### config.mk
export PLATFORM = sky130hd
export DESIGN_NAME = gps_fix_quality_and_jump_filter
export DESIGN_NICKNAME = d
export VERILOG_FILES = /design/src/gpsflt_pkg.sv /design/src/gps_fix_quality_and_jump_filter.sv
export SDC_FILE = /design/constraint.sdc
export NUM_CORES = 2
export LEC_CHECK = 0
export BUFFER_PORTS_ARGS = -buffer_cell sky130_fd_sc_hd__buf_4
export CAP_MARGIN = 20
export CORE_MARGIN = 1.5
export CORE_UTILIZATION = 30
export DETAILED_ROUTE_END_ITERATION = 10
export HOLD_SLACK_MARGIN = 0.03
export PLACE_DENSITY_LB_ADDON = 0.05
export SLEW_MARGIN = 5
export SYNTH_ARGS = -nofsm -noshare
export SYNTH_HDL_FRONTEND = slang
export SYNTH_SLANG_ARGS = --single-unit
### constraint.sdc
create_clock -name i_clk -period 11.9 [get_ports i_clk]
set_clock_uncertainty 0.05 [all_clocks]
set_input_delay 1.19 -clock i_clk [delete_from_list [all_inputs] [get_ports i_clk]]
set_output_delay 1.19 -clock i_clk [all_outputs]
set_load 0.02 [all_outputs]
### src/gpsflt_pkg.sv
// Shared types, status codes and the cosine table of the GPS fix filter.
`timescale 1ns / 1ps

package gpsflt_pkg;

    // Result status codes
    typedef enum logic [2:0] {
        ST_ACCEPTED = 3'd0,
        ST_FORCED   = 3'd1,
        ST_STALE    = 3'd2,
        ST_NO_TIME  = 3'd3,
        ST_FEW_SATS = 3'd4,
        ST_HIGH_DOP = 3'd5,
        ST_INTERVAL = 3'd6,
        ST_JUMP     = 3'd7
    } t_status;

    // Register indexes on the configuration port
    localparam logic [2:0] REG_EMIT_INTERVAL = 3'd0;
    localparam logic [2:0] REG_MIN_SATS      = 3'd1;
    localparam logic [2:0] REG_MAX_HDOP      = 3'd2;
    localparam logic [2:0] REG_MAX_AGE       = 3'd3;
    localparam logic [2:0] REG_JUMP_FLOOR    = 3'd4;
    localparam logic [2:0] REG_JUMP_NOISE    = 3'd5;
    localparam logic [2:0] REG_MAX_REJECTS   = 3'd6;

    // Arithmetic constants
    localparam logic [26:0] EMIT_MIN      = 27'd500;
    localparam logic [24:0] COS_STEP      = 25'd20000000; // one degree in half-units
    localparam logic [31:0] COS_LIMIT     = 32'd1800000000;
    localparam logic [24:0] CM_DIVISOR    = 25'd10000;
    localparam logic [31:0] CM_PER_UNIT   = 32'd11132;
    localparam logic [31:0] SAT32         = 32'hFFFF_FFFF;

    // Input fix, as unpacked from the stream beat
    typedef struct packed {
        logic [31:0] longitude;
        logic [30:0] latitude;
        logic [31:0] now_ms;
        logic [13:0] hdop_x100;
        logic        hdop_valid;
        logic [5:0]  satellite_count;
        logic        satellites_valid;
        logic        date_time_valid;
        logic [15:0] location_age_ms;
        logic        location_valid;
    } t_fix;

    // Cosine in Q15, one entry per degree
    localparam logic [15:0] COS_Q15 [0:90] = '{
        16'd32768, 16'd32763, 16'd32748, 16'd32723, 16'd32688, 16'd32643, 16'd32588,
        16'd32524, 16'd32449, 16'd32365, 16'd32270, 16'd32166, 16'd32052, 16'd31928,
        16'd31795, 16'd31651, 16'd31499, 16'd31336, 16'd31164, 16'd30983, 16'd30792,
        16'd30592, 16'd30382, 16'd30163, 16'd29935, 16'd29698, 16'd29452, 16'd29197,
        16'd28932, 16'd28660, 16'd28378, 16'd28088, 16'd27789, 16'd27482, 16'd27166,
        16'd26842, 16'd26510, 16'd26170, 16'd25822, 16'd25466, 16'd25102, 16'd24730,
        16'd24351, 16'd23965, 16'd23571, 16'd23170, 16'd22763, 16'd22348, 16'd21926,
        16'd21498, 16'd21063, 16'd20622, 16'd20174, 16'd19720, 16'd19261, 16'd18795,
        16'd18324, 16'd17847, 16'd17364, 16'd16877, 16'd16384, 16'd15886, 16'd15384,
        16'd14876, 16'd14365, 16'd13848, 16'd13328, 16'd12803, 16'd12275, 16'd11743,
        16'd11207, 16'd10668, 16'd10126, 16'd9580,  16'd9032,  16'd8481,  16'd7927,
        16'd7371,  16'd6813,  16'd6252,  16'd5690,  16'd5126,  16'd4560,  16'd3993,
        16'd3425,  16'd2856,  16'd2286,  16'd1715,  16'd1144,  16'd572,   16'd0
    };

    // Look up the table, zero past ninety degrees
    function automatic logic [15:0] cos_at(input logic [6:0] idx);
        logic [15:0] v;
        v = 16'd0;
        if (idx <= 7'd90) begin
            v = COS_Q15[idx];
        end
        return v;
    endfunction

endpackage

### src/gps_fix_quality_and_jump_filter.sv
// GPS fix quality checks and position jump filter with bit-serial arithmetic.
`timescale 1ns / 1ps

//  channel  | dir | handshake              | payload
//  s_axis   | in  | s_axis_tvalid/tready   | s_axis_tdata: one fix (136 bits)
//  m_axis   | out | m_axis_tvalid/tready   | m_axis_tdata: one result (136 bits)
//  apb      | in  | psel/penable/pready    | paddr, pwdata, prdata (32 bits)
//
// A fix failing a quality check, or arriving with no earlier fix, goes from the checks straight to output.
// A jump test runs up to four serial divisions, six shift-add multiplies and a
// serial square root, then a pairwise rank search over the delta history
// (one compare a cycle).
// Reset is synchronous, active low; it clears control and history bookkeeping.
// A stalled result sits in the output register while the next fix is taken.

module gps_fix_quality_and_jump_filter #(
    parameter int HISTORY_DEPTH = 5
) (
    input  logic         i_clk,
    input  logic         i_rst_n,
    // location_valid, location_age_ms, date_time_valid, satellites_valid,
    // satellite_count, hdop_valid, hdop_x100, now_ms, latitude, longitude
    input  logic         s_axis_tvalid,
    output logic         s_axis_tready,
    input  logic [135:0] s_axis_tdata,
    // status, accepted_latitude, accepted_longitude, jump_distance_cm,
    // jump_threshold_cm, has_fix
    output logic         m_axis_tvalid,
    input  logic         m_axis_tready,
    output logic [135:0] m_axis_tdata,
    input  logic         psel,
    input  logic         penable,
    input  logic         pwrite,
    input  logic [4:0]   paddr,
    input  logic [31:0]  pwdata,
    output logic [31:0]  prdata,
    output logic         pready
);

    localparam int IW = (HISTORY_DEPTH > 1) ? $clog2(HISTORY_DEPTH) : 1;
    localparam int FW = $clog2(HISTORY_DEPTH + 1);
    localparam logic [IW-1:0] LAST_IDX = IW'(HISTORY_DEPTH - 1);
    localparam logic [FW-1:0] FULL     = FW'(HISTORY_DEPTH);

    typedef enum logic [18:0] {
        S_IDLE   = 19'b000_0000_0000_0000_0001,
        S_CHECK  = 19'b000_0000_0000_0000_0010,
        S_IDX    = 19'b000_0000_0000_0000_0100,
        S_CLOAD  = 19'b000_0000_0000_0000_1000,
        S_CMUL   = 19'b000_0000_0000_0001_0000,
        S_CDIV   = 19'b000_0000_0000_0010_0000,
        S_YMUL   = 19'b000_0000_0000_0100_0000,
        S_YDIV   = 19'b000_0000_0000_1000_0000,
        S_XMUL1  = 19'b000_0000_0001_0000_0000,
        S_XMUL2  = 19'b000_0000_0010_0000_0000,
        S_XDIV   = 19'b000_0000_0100_0000_0000,
        S_SQX    = 19'b000_0000_1000_0000_0000,
        S_SQY    = 19'b000_0001_0000_0000_0000,
        S_SQRT   = 19'b000_0010_0000_0000_0000,
        S_MSTART = 19'b000_0100_0000_0000_0000,
        S_MLOAD  = 19'b000_1000_0000_0000_0000,
        S_MCMP   = 19'b001_0000_0000_0000_0000,
        S_DEC    = 19'b010_0000_0000_0000_0000,
        S_OUT    = 19'b100_0000_0000_0000_0000
    } t_state;

    // Configuration
    logic [26:0] r_emit;
    logic [5:0]  r_min_sats;
    logic [13:0] r_max_hdop;
    logic [15:0] r_max_age;
    logic [19:0] r_floor;
    logic [19:0] r_noise;
    logic [7:0]  r_max_rej;

    // Filter state
    logic [30:0]   r_prev_lat;
    logic [31:0]   r_prev_lon;
    logic          r_have_prev;
    logic          r_fix_seen;
    logic [31:0]   r_last_emit;
    logic [31:0]   r_hist [HISTORY_DEPTH];
    logic [IW-1:0] r_widx;
    logic [FW-1:0] r_fill;
    logic [7:0]    r_rej;

    // Sequencer and datapath
    t_state r_state, n_state;
    gpsflt_pkg::t_fix r_fix;
    gpsflt_pkg::t_status r_stat, n_stat;
    logic [5:0]  r_cnt, n_cnt;
    logic [31:0] r_dlat, n_dlat, r_dlon, n_dlon;
    logic [6:0]  r_idx, n_idx;
    logic [15:0] r_c, n_c;
    logic [33:0] r_dx, n_dx, r_dy, n_dy;
    logic [63:0] r_sq, n_sq;
    logic [63:0] r_ma, n_ma, r_mp, n_mp;
    logic [31:0] r_mb, n_mb;
    logic [63:0] r_dn, n_dn;
    logic [24:0] r_drem, n_drem;
    logic [63:0] r_sx, n_sx, r_sr, n_sr, r_sb, n_sb;
    logic [31:0] r_dist, n_dist, r_thr, n_thr, r_med, n_med, r_cand, n_cand;
    logic [IW-1:0] r_mi, n_mi, r_mj, n_mj;
    logic [FW-1:0] r_lt, n_lt, r_le, n_le;

    // Output register
    logic         r_mvalid;
    logic [135:0] r_mdata;

    // Position and bookkeeping updates
    logic w_commit, w_hist_we, w_rej_inc, w_rej_clr;

    logic        w_cfg_we;
    logic [26:0] w_emit_wr;
    logic [24:0] w_den;
    logic [25:0] w_rem_sh;
    logic        w_qbit;
    logic [63:0] w_sq_try;
    logic        w_sq_ge;
    logic [IW-1:0] w_raddr;
    logic [31:0] w_hval;
    logic [FW-1:0] w_lt2, w_le2, w_k, w_last;
    logic [32:0] w_lat_d, w_lon_d;
    logic [31:0] w_lat_s;
    logic [31:0] w_as;
    logic [31:0] w_since;
    logic [32:0] w_twice, w_base;
    logic [33:0] w_tsum;
    logic [31:0] w_thr;
    logic [64:0] w_sum;
    logic        w_out_free;

    assign pready        = 1'b1;
    assign s_axis_tready = (r_state == S_IDLE);
    assign m_axis_tvalid = r_mvalid;
    assign m_axis_tdata  = r_mdata;
    assign w_out_free    = !r_mvalid || m_axis_tready;

    // Configuration write and read
    assign w_cfg_we  = psel && penable && pwrite && pready;
    assign w_emit_wr = (pwdata[26:0] < gpsflt_pkg::EMIT_MIN) ? gpsflt_pkg::EMIT_MIN
                                                             : pwdata[26:0];

    always_ff @(posedge i_clk) begin
        if (!i_rst_n) begin
            r_emit     <= 27'd60000;
            r_min_sats <= 6'd4;
            r_max_hdop <= 14'd1000;
            r_max_age  <= 16'd5000;
            r_floor    <= 20'd1000;
            r_noise    <= 20'd2000;
            r_max_rej  <= 8'd3;
        end else if (w_cfg_we) begin
            case (paddr[4:2])
                gpsflt_pkg::REG_EMIT_INTERVAL: r_emit     <= w_emit_wr;
                gpsflt_pkg::REG_MIN_SATS:      r_min_sats <= pwdata[5:0];
                gpsflt_pkg::REG_MAX_HDOP:      r_max_hdop <= pwdata[13:0];
                gpsflt_pkg::REG_MAX_AGE:       r_max_age  <= pwdata[15:0];
                gpsflt_pkg::REG_JUMP_FLOOR:    r_floor    <= pwdata[19:0];
                gpsflt_pkg::REG_JUMP_NOISE:    r_noise    <= pwdata[19:0];
                gpsflt_pkg::REG_MAX_REJECTS:   r_max_rej  <= pwdata[7:0];
                default: ;
            endcase
        end
    end

    always_comb begin
        case (paddr[4:2])
            gpsflt_pkg::REG_EMIT_INTERVAL: prdata = {5'd0, r_emit};
            gpsflt_pkg::REG_MIN_SATS:      prdata = {26'd0, r_min_sats};
            gpsflt_pkg::REG_MAX_HDOP:      prdata = {18'd0, r_max_hdop};
            gpsflt_pkg::REG_MAX_AGE:       prdata = {16'd0, r_max_age};
            gpsflt_pkg::REG_JUMP_FLOOR:    prdata = {12'd0, r_floor};
            gpsflt_pkg::REG_JUMP_NOISE:    prdata = {12'd0, r_noise};
            gpsflt_pkg::REG_MAX_REJECTS:   prdata = {24'd0, r_max_rej};
            default:                       prdata = 32'd0;
        endcase
    end

    // Serial divider step: one quotient bit per cycle
    assign w_den    = (r_state == S_IDX || r_state == S_CDIV) ? gpsflt_pkg::COS_STEP
                                                               : gpsflt_pkg::CM_DIVISOR;
    assign w_rem_sh = {r_drem, r_dn[63]};
    assign w_qbit   = (w_rem_sh >= {1'b0, w_den});

    // Square root step: two radicand bits per cycle
    assign w_sq_try = r_sr + r_sb;
    assign w_sq_ge  = (r_sx >= w_sq_try);

    // History read port, one address a cycle
    assign w_raddr = (r_state == S_MLOAD) ? r_mi : r_mj;
    assign w_hval  = r_hist[w_raddr];
    assign w_lt2   = r_lt + FW'(w_hval < r_cand);
    assign w_le2   = r_le + FW'(w_hval <= r_cand);
    assign w_k     = r_fill >> 1;
    assign w_last  = r_fill - FW'(1);

    // Quality check operands
    assign w_lat_d = {{2{r_prev_lat[30]}}, r_prev_lat} - {{2{r_fix.latitude[30]}}, r_fix.latitude};
    assign w_lon_d = {r_prev_lon[31], r_prev_lon} - {r_fix.longitude[31], r_fix.longitude};
    assign w_lat_s = {r_prev_lat[30], r_prev_lat} + {r_fix.latitude[30], r_fix.latitude};
    assign w_as    = w_lat_s[31] ? (32'd0 - w_lat_s) : w_lat_s;
    assign w_since = r_fix.now_ms - r_last_emit;

    // Threshold from the median
    assign w_twice = {r_med, 1'b0};
    assign w_base  = (w_twice > {13'd0, r_floor}) ? w_twice : {13'd0, r_floor};
    assign w_tsum  = {1'b0, w_base} + {14'd0, r_noise};
    assign w_thr   = (w_tsum[33:32] != 2'd0) ? gpsflt_pkg::SAT32 : w_tsum[31:0];

    assign w_sum = {1'b0, r_sq} + {1'b0, r_mp + (r_mb[0] ? r_ma : 64'd0)};

    // Sequencer
    always_comb begin
        n_state = r_state;
        n_stat  = r_stat;
        n_cnt   = r_cnt + 6'd1;
        n_dlat  = r_dlat;
        n_dlon  = r_dlon;
        n_idx   = r_idx;
        n_c     = r_c;
        n_dx    = r_dx;
        n_dy    = r_dy;
        n_sq    = r_sq;
        n_ma    = r_ma << 1;
        n_mb    = r_mb >> 1;
        n_mp    = r_mp + (r_mb[0] ? r_ma : 64'd0);
        n_dn    = {r_dn[62:0], w_qbit};
        n_drem  = w_qbit ? 25'(w_rem_sh - {1'b0, w_den}) : w_rem_sh[24:0];
        n_sx    = w_sq_ge ? (r_sx - w_sq_try) : r_sx;
        n_sr    = w_sq_ge ? ((r_sr >> 1) + r_sb) : (r_sr >> 1);
        n_sb    = r_sb >> 2;
        n_dist  = r_dist;
        n_thr   = r_thr;
        n_med   = r_med;
        n_cand  = r_cand;
        n_mi    = r_mi;
        n_mj    = r_mj;
        n_lt    = r_lt;
        n_le    = r_le;
        w_commit  = 1'b0;
        w_hist_we = 1'b0;
        w_rej_inc = 1'b0;
        w_rej_clr = 1'b0;

        case (r_state)
            S_IDLE: begin
                if (s_axis_tvalid) begin
                    n_state = S_CHECK;
                end
            end
            // Run the quality checks in order
            S_CHECK: begin
                n_dist = 32'd0;
                n_thr  = 32'd0;
                n_cnt  = 6'd0;
                n_state = S_OUT;
                if (!r_fix.location_valid || r_fix.location_age_ms > r_max_age) begin
                    n_stat = gpsflt_pkg::ST_STALE;
                end else if (!r_fix.date_time_valid) begin
                    n_stat = gpsflt_pkg::ST_NO_TIME;
                end else if (r_fix.satellites_valid && r_fix.satellite_count < r_min_sats) begin
                    n_stat = gpsflt_pkg::ST_FEW_SATS;
                end else if (r_fix.hdop_valid && r_fix.hdop_x100 > r_max_hdop) begin
                    n_stat = gpsflt_pkg::ST_HIGH_DOP;
                end else if (r_fix_seen && w_since < {5'd0, r_emit}) begin
                    n_stat = gpsflt_pkg::ST_INTERVAL;
                end else begin
                    n_stat = gpsflt_pkg::ST_ACCEPTED;
                    if (!r_have_prev) begin
                        w_commit = 1'b1;
                    end else begin
                        n_dlat = w_lat_d[32] ? 32'(33'd0 - w_lat_d) : w_lat_d[31:0];
                        n_dlon = w_lon_d[32] ? 32'(33'd0 - w_lon_d) : w_lon_d[31:0];
                        if (w_as < gpsflt_pkg::COS_LIMIT) begin
                            n_dn    = {32'd0, w_as};
                            n_drem  = 25'd0;
                            n_state = S_IDX;
                        end else begin
                            n_c     = 16'd0;
                            n_ma    = {32'd0, n_dlat};
                            n_mb    = gpsflt_pkg::CM_PER_UNIT;
                            n_mp    = 64'd0;
                            n_state = S_YMUL;
                        end
                    end
                end
            end
            // Table index and fraction of the mean latitude
            S_IDX: begin
                if (r_cnt == 6'd63) begin
                    n_idx   = n_dn[6:0];
                    n_state = S_CLOAD;
                end
            end
            S_CLOAD: begin
                n_ma    = {39'd0, r_drem};
                n_mb    = {16'd0, gpsflt_pkg::cos_at(r_idx) - gpsflt_pkg::cos_at(r_idx + 7'd1)};
                n_mp    = 64'd0;
                n_cnt   = 6'd0;
                n_state = S_CMUL;
            end
            S_CMUL: begin
                if (r_cnt == 6'd31) begin
                    n_dn    = n_mp;
                    n_drem  = 25'd0;
                    n_cnt   = 6'd0;
                    n_state = S_CDIV;
                end
            end
            S_CDIV: begin
                if (r_cnt == 6'd63) begin
                    n_c     = gpsflt_pkg::cos_at(r_idx) - n_dn[15:0];
                    n_ma    = {32'd0, r_dlat};
                    n_mb    = gpsflt_pkg::CM_PER_UNIT;
                    n_mp    = 64'd0;
                    n_cnt   = 6'd0;
                    n_state = S_YMUL;
                end
            end
            // North-south distance
            S_YMUL: begin
                if (r_cnt == 6'd31) begin
                    n_dn    = n_mp;
                    n_drem  = 25'd0;
                    n_cnt   = 6'd0;
                    n_state = S_YDIV;
                end
            end
            S_YDIV: begin
                if (r_cnt == 6'd63) begin
                    n_dy    = n_dn[33:0];
                    n_ma    = {32'd0, r_dlon};
                    n_mb    = gpsflt_pkg::CM_PER_UNIT;
                    n_mp    = 64'd0;
                    n_cnt   = 6'd0;
                    n_state = S_XMUL1;
                end
            end
            // East-west distance scaled by the cosine
            S_XMUL1: begin
                if (r_cnt == 6'd31) begin
                    n_ma    = n_mp;
                    n_mb    = {16'd0, r_c};
                    n_mp    = 64'd0;
                    n_cnt   = 6'd0;
                    n_state = S_XMUL2;
                end
            end
            S_XMUL2: begin
                if (r_cnt == 6'd31) begin
                    n_dn    = n_mp >> 15;
                    n_drem  = 25'd0;
                    n_cnt   = 6'd0;
                    n_state = S_XDIV;
                end
            end
            S_XDIV: begin
                if (r_cnt == 6'd63) begin
                    n_dx  = n_dn[33:0];
                    n_cnt = 6'd0;
                    if (n_dn[63:32] != 32'd0 || r_dy[33:32] != 2'd0) begin
                        n_dist  = gpsflt_pkg::SAT32;
                        n_state = S_MSTART;
                    end else begin
                        n_ma    = {32'd0, n_dn[31:0]};
                        n_mb    = n_dn[31:0];
                        n_mp    = 64'd0;
                        n_state = S_SQX;
                    end
                end
            end
            // Sum of squares
            S_SQX: begin
                if (r_cnt == 6'd31) begin
                    n_sq    = n_mp;
                    n_ma    = {32'd0, r_dy[31:0]};
                    n_mb    = r_dy[31:0];
                    n_mp    = 64'd0;
                    n_cnt   = 6'd0;
                    n_state = S_SQY;
                end
            end
            S_SQY: begin
                if (r_cnt == 6'd31) begin
                    n_cnt = 6'd0;
                    if (w_sum[64]) begin
                        n_dist  = gpsflt_pkg::SAT32;
                        n_state = S_MSTART;
                    end else begin
                        n_sx    = w_sum[63:0];
                        n_sr    = 64'd0;
                        n_sb    = 64'd1 << 62;
                        n_state = S_SQRT;
                    end
                end
            end
            S_SQRT: begin
                if (r_cnt == 6'd31) begin
                    n_dist  = n_sr[31:0];
                    n_state = S_MSTART;
                end
            end
            // Upper median by rank search over the kept deltas
            S_MSTART: begin
                n_mi = '0;
                if (r_fill == '0) begin
                    n_med   = 32'd0;
                    n_state = S_DEC;
                end else begin
                    n_state = S_MLOAD;
                end
            end
            S_MLOAD: begin
                n_cand  = w_hval;
                n_mj    = '0;
                n_lt    = '0;
                n_le    = '0;
                n_state = S_MCMP;
            end
            S_MCMP: begin
                n_lt = w_lt2;
                n_le = w_le2;
                n_mj = r_mj + IW'(1);
                if (FW'(r_mj) == w_last) begin
                    if (w_lt2 <= w_k && w_k < w_le2) begin
                        n_med   = r_cand;
                        n_state = S_DEC;
                    end else begin
                        n_mi    = r_mi + IW'(1);
                        n_state = S_MLOAD;
                    end
                end
            end
            // Jump decision
            S_DEC: begin
                n_thr   = w_thr;
                n_state = S_OUT;
                if (r_dist > w_thr && r_rej < r_max_rej) begin
                    n_stat    = gpsflt_pkg::ST_JUMP;
                    w_rej_inc = 1'b1;
                end else begin
                    w_rej_clr = 1'b1;
                    w_commit  = 1'b1;
                    if (r_dist > w_thr) begin
                        n_stat = gpsflt_pkg::ST_FORCED;
                    end else begin
                        n_stat    = gpsflt_pkg::ST_ACCEPTED;
                        w_hist_we = 1'b1;
                    end
                end
            end
            S_OUT: begin
                if (w_out_free) begin
                    n_state = S_IDLE;
                end
            end
            default: begin
                n_state = S_IDLE;
            end
        endcase
    end

    // Control registers
    always_ff @(posedge i_clk) begin
        if (!i_rst_n) begin
            r_state     <= S_IDLE;
            r_prev_lat  <= '0;
            r_prev_lon  <= '0;
            r_have_prev <= 1'b0;
            r_fix_seen  <= 1'b0;
            r_last_emit <= '0;
            r_widx      <= '0;
            r_fill      <= '0;
            r_rej       <= '0;
            r_mvalid    <= 1'b0;
        end else begin
            r_state <= n_state;
            if (w_commit) begin
                r_prev_lat  <= r_fix.latitude;
                r_prev_lon  <= r_fix.longitude;
                r_have_prev <= 1'b1;
                r_fix_seen  <= 1'b1;
                r_last_emit <= r_fix.now_ms;
            end
            if (w_hist_we) begin
                r_widx <= (r_widx == LAST_IDX) ? '0 : r_widx + IW'(1);
                if (r_fill < FULL) begin
                    r_fill <= r_fill + FW'(1);
                end
            end
            if (w_rej_inc) begin
                r_rej <= r_rej + 8'd1;
            end else if (w_rej_clr) begin
                r_rej <= 8'd0;
            end
            if (r_state == S_OUT && w_out_free) begin
                r_mvalid <= 1'b1;
            end else if (m_axis_tready) begin
                r_mvalid <= 1'b0;
            end
        end
    end

    // Payload registers
    always_ff @(posedge i_clk) begin
        if (s_axis_tvalid && s_axis_tready) begin
            r_fix <= s_axis_tdata[134:0];
        end
        if (w_hist_we) begin
            r_hist[r_widx] <= r_dist;
        end
        if (r_state == S_OUT && w_out_free) begin
            r_mdata <= {5'd0, r_fix_seen, r_thr, r_dist, r_prev_lon, r_prev_lat, r_stat};
        end
        r_stat <= n_stat;
        r_cnt  <= n_cnt;
        r_dlat <= n_dlat;
        r_dlon <= n_dlon;
        r_idx  <= n_idx;
        r_c    <= n_c;
        r_dx   <= n_dx;
        r_dy   <= n_dy;
        r_sq   <= n_sq;
        r_ma   <= n_ma;
        r_mb   <= n_mb;
        r_mp   <= n_mp;
        r_dn   <= n_dn;
        r_drem <= n_drem;
        r_sx   <= n_sx;
        r_sr   <= n_sr;
        r_sb   <= n_sb;
        r_dist <= n_dist;
        r_thr  <= n_thr;
        r_med  <= n_med;
        r_cand <= n_cand;
        r_mi   <= n_mi;
        r_mj   <= n_mj;
        r_lt   <= n_lt;
        r_le   <= n_le;
    end

`ifndef SYNTHESIS
    // An accepted beat always starts the quality checks
    a_start_check: assert property (@(posedge i_clk) disable iff (!i_rst_n)
        s_axis_tvalid && s_axis_tready |=> r_state == S_CHECK)
        else $error("fix accepted without entering the checks");

    // The history never reports more entries than it holds
    a_fill_bound: assert property (@(posedge i_clk) disable iff (!i_rst_n)
        r_fill <= FULL)
        else $error("history fill beyond depth");

    // A rejected jump shows a distance above its threshold
    a_jump_gt: assert property (@(posedge i_clk) disable iff (!i_rst_n)
        r_mvalid && r_mdata[2:0] == gpsflt_pkg::ST_JUMP |-> r_mdata[97:66] > r_mdata[129:98])
        else $error("jump rejected within threshold");

    // Accepted results carry a fix
    a_accept_fix: assert property (@(posedge i_clk) disable iff (!i_rst_n)
        r_mvalid && (r_mdata[2:0] == gpsflt_pkg::ST_ACCEPTED ||
                     r_mdata[2:0] == gpsflt_pkg::ST_FORCED) |-> r_mdata[130])
        else $error("accepted result without a fix");
`endif

endmodule

==> run summary <==
Top cell by count, worst path - o21a_1
Routability cong. - 0.874
Hold Buf Count CTS - 0
Yosys top cell by area - edfxtp_1
Peak VDD IR - 0.000132 V
Slew headroom - 0.198
GR Overflow Total - 0
Synthesized area - 85900 sq um
Drt first pass iters - 6
Most area-consuming cells after synthesis - edfxtp_1 26%, dfxtp_1 15%, ha_1 9.4%
Netlist cell types - 98
Synth async-reset ratio - 0
Clock buffer depth - 4
Row cnt - 196
F_max - 92.2 MHz
Seq cells post-synth - 1410
Reported max-cap violation count - 0
Core area - 285000 sq um
Critical path class - register to register
Post-synth top area share - 0.263
Num CTS Buffers - 183
CP Data Required Time - 12.63 ns
Root Driver - clkbuf_16
Initial DRC count - 5120
Critical Path Slowest Stage Cell - o41ai_2
Chip height - 538 microns
Residual DRC - 0
Synth Flop Type - edfxtp_1
Filler cell count - 29200
Tightest Pin Transition - 1.19 ns
Number of synthesis warnings - 0
DP HPWL - 224000 microns
Hold Vio Cnt, Final - 0
Sequential element share of the synthesized area - 0.416
First-pass GRT wire length - 449000 microns
Post-layout minimum cycle time - 10.85 ns
Nets - 10400
Die area - 290000 sq um
Most common cell after layout, fill and taps aside - nand2_1
# setup viols final - 0
Vias in the first global route - 68800
Maximum fanout along the worst path - 19
Share of layout cells above drive strength 1 - 0.102
Worst setup EP type - register
Tot GR Track Use - 0.200
Total number of vias - 69900
RSZ-0062 raised after global routing - false
Cells after Synth - 9315
Clk_lat worst skew - 0.89 ns
Synthesized area per cell - 9.23 sq um
EDFF count, synth - 754
Post-Route WL - 302000 microns
Crit path largest cell delay - 0.55 ns
Die width - 538 microns
# IOs - 351
Port bufs - 331
Status - completed
Most frequent cells in the layout - 1003 x nand2_1, 754 x edfxtp_1, 750 x nor2_1
Pins Over Slew Limit - 0
Pwr Density - 149 nW/um^2
H-tree depth - 4
Area Overhead vs Synth - 15.2%
WHS - 0.350 ns
Clk sinks - 1410
Pleak - 0.0388 uW
Largest net degree at the start of global routing - 105
Initial Util - 0.302
Reg clk slew, reported paths - 0.06 ns
Startpoint types - register
Total Negative Setup Slacks - 0 ns
Drt wl/cell - 22.4 microns
Avg Vias per Cell - 5.18
Antenna Nets Post-Route - 0
CTS tree - yes
Final period util - 0.912
Antenna violations before repair - 8
Hold Crit Class - register to register
Critical Path AT - 11.58 ns
[per-stage QoR]
stage	util	setup WS, ns	std cells	total power (uW)	area, sq um
finish	0.348	1.05	13500	14800	99100
detailed placement	0.327	1.05	13100	9330	93100
global placement	0.327	1.04	13100	9320	93100
CTS	0.347	0.961	13500	15000	99000
floorplan	-	0.0991	9324	8050	86000
global route	0.348	0.0231	13500	15500	99000
[critical path: cells and delay by family, from the launching register on]
kind / cells / cell delay, ns
compound gates: 33 / 6.60
fa+ha+maj: 3 / 1.01
buf+inv: 3 / 0.68
flops: 1 / 0.36
mux: 1 / 0.43
simple gates: 10 / 1.56
[timing repair]
item | in CTS | in global routing
resized for setup | 0 | 2
setup buffers | 0 | 0
setup endpoints to repair | 0 | 15
[cell type report]
cell class,count,area [sq um],share of cell area
sequential,1410,35800,0.361
clock buffer,250,5080,0.0513
inverter,524,1970,0.0199
clock inverter,87,876,0.00884
multi-input combinational,6954,46800,0.472
timing repair buffer,497,3830,0.0387
tap,3762,4710,0.0475
antenna,7,17.5,0.000177
[flip-flops by register name, summed over array words and instances, names as in the netlist, 34 cells and up]
name and count:
r_hist 160, r_fix 135, m_axis_tdata 131, r_dn 64, r_ma 64, r_mp 64, r_sq 64, r_sr 64
r_sx 64, r_dy 34
[routing by layer]
metal	routed length (microns)	vias to the layer above	track usage
li1	-	34400	-
met3	11500	321	0.0227
met2	141000	1467	0.333
met4	6950	0	0.0474
met1	142000	33700	0.275
met5	0	-	0
[cells in the mapped netlist (120+ instances only)]
library cell and number:
nand3_1 154, nor3_1 130, a21o_1 226, inv_1 521, nand2_1 1004, xor2_1 257
a21boi_0 188, a21oi_1 660, a211oi_1 120, nor2b_1 206, o21ai_0 525, clkbuf_1 361
edfxtp_1 754, nor2_1 760, dfxtp_1 656, ha_1 644, and2_1 129, xnor2_1 307
[final timing paths]
path,slack (ns),start,to,cells after the start
setup / recovery,1.05,r_floor[1],r_last_emit[14],50
hold / removal,0.35,r_thr[19],m_axis_tdata[117],0
setup reg to reg,1.05,r_floor[1],r_last_emit[14],50
hold reg to reg,0.35,r_thr[19],m_axis_tdata[117],0
[logic make-up (layout without fill, tap and decap cells)]
kind of cell    Yosys count  in the layout  synth area share
simple gates           2864           2864             0.156
compound gates         2695           2697             0.205
flops                  1410           1410             0.416
buf+inv                 962           1358            0.0431
fa+ha+maj               655            655            0.0963
xor+xnor                564            564            0.0575
mux                     163            163            0.0256
other cells               2             18         0.0000874
[power by group]
group          total [uW]  internal, uW  switching (uW)  leakage (uW)
sequential           5920          5590             334        0.0121
clock                5560          3230            2330       0.00289
combinational        3320          1200            2110        0.0238
Note: power is estimated with default switching activity, not from simulation.
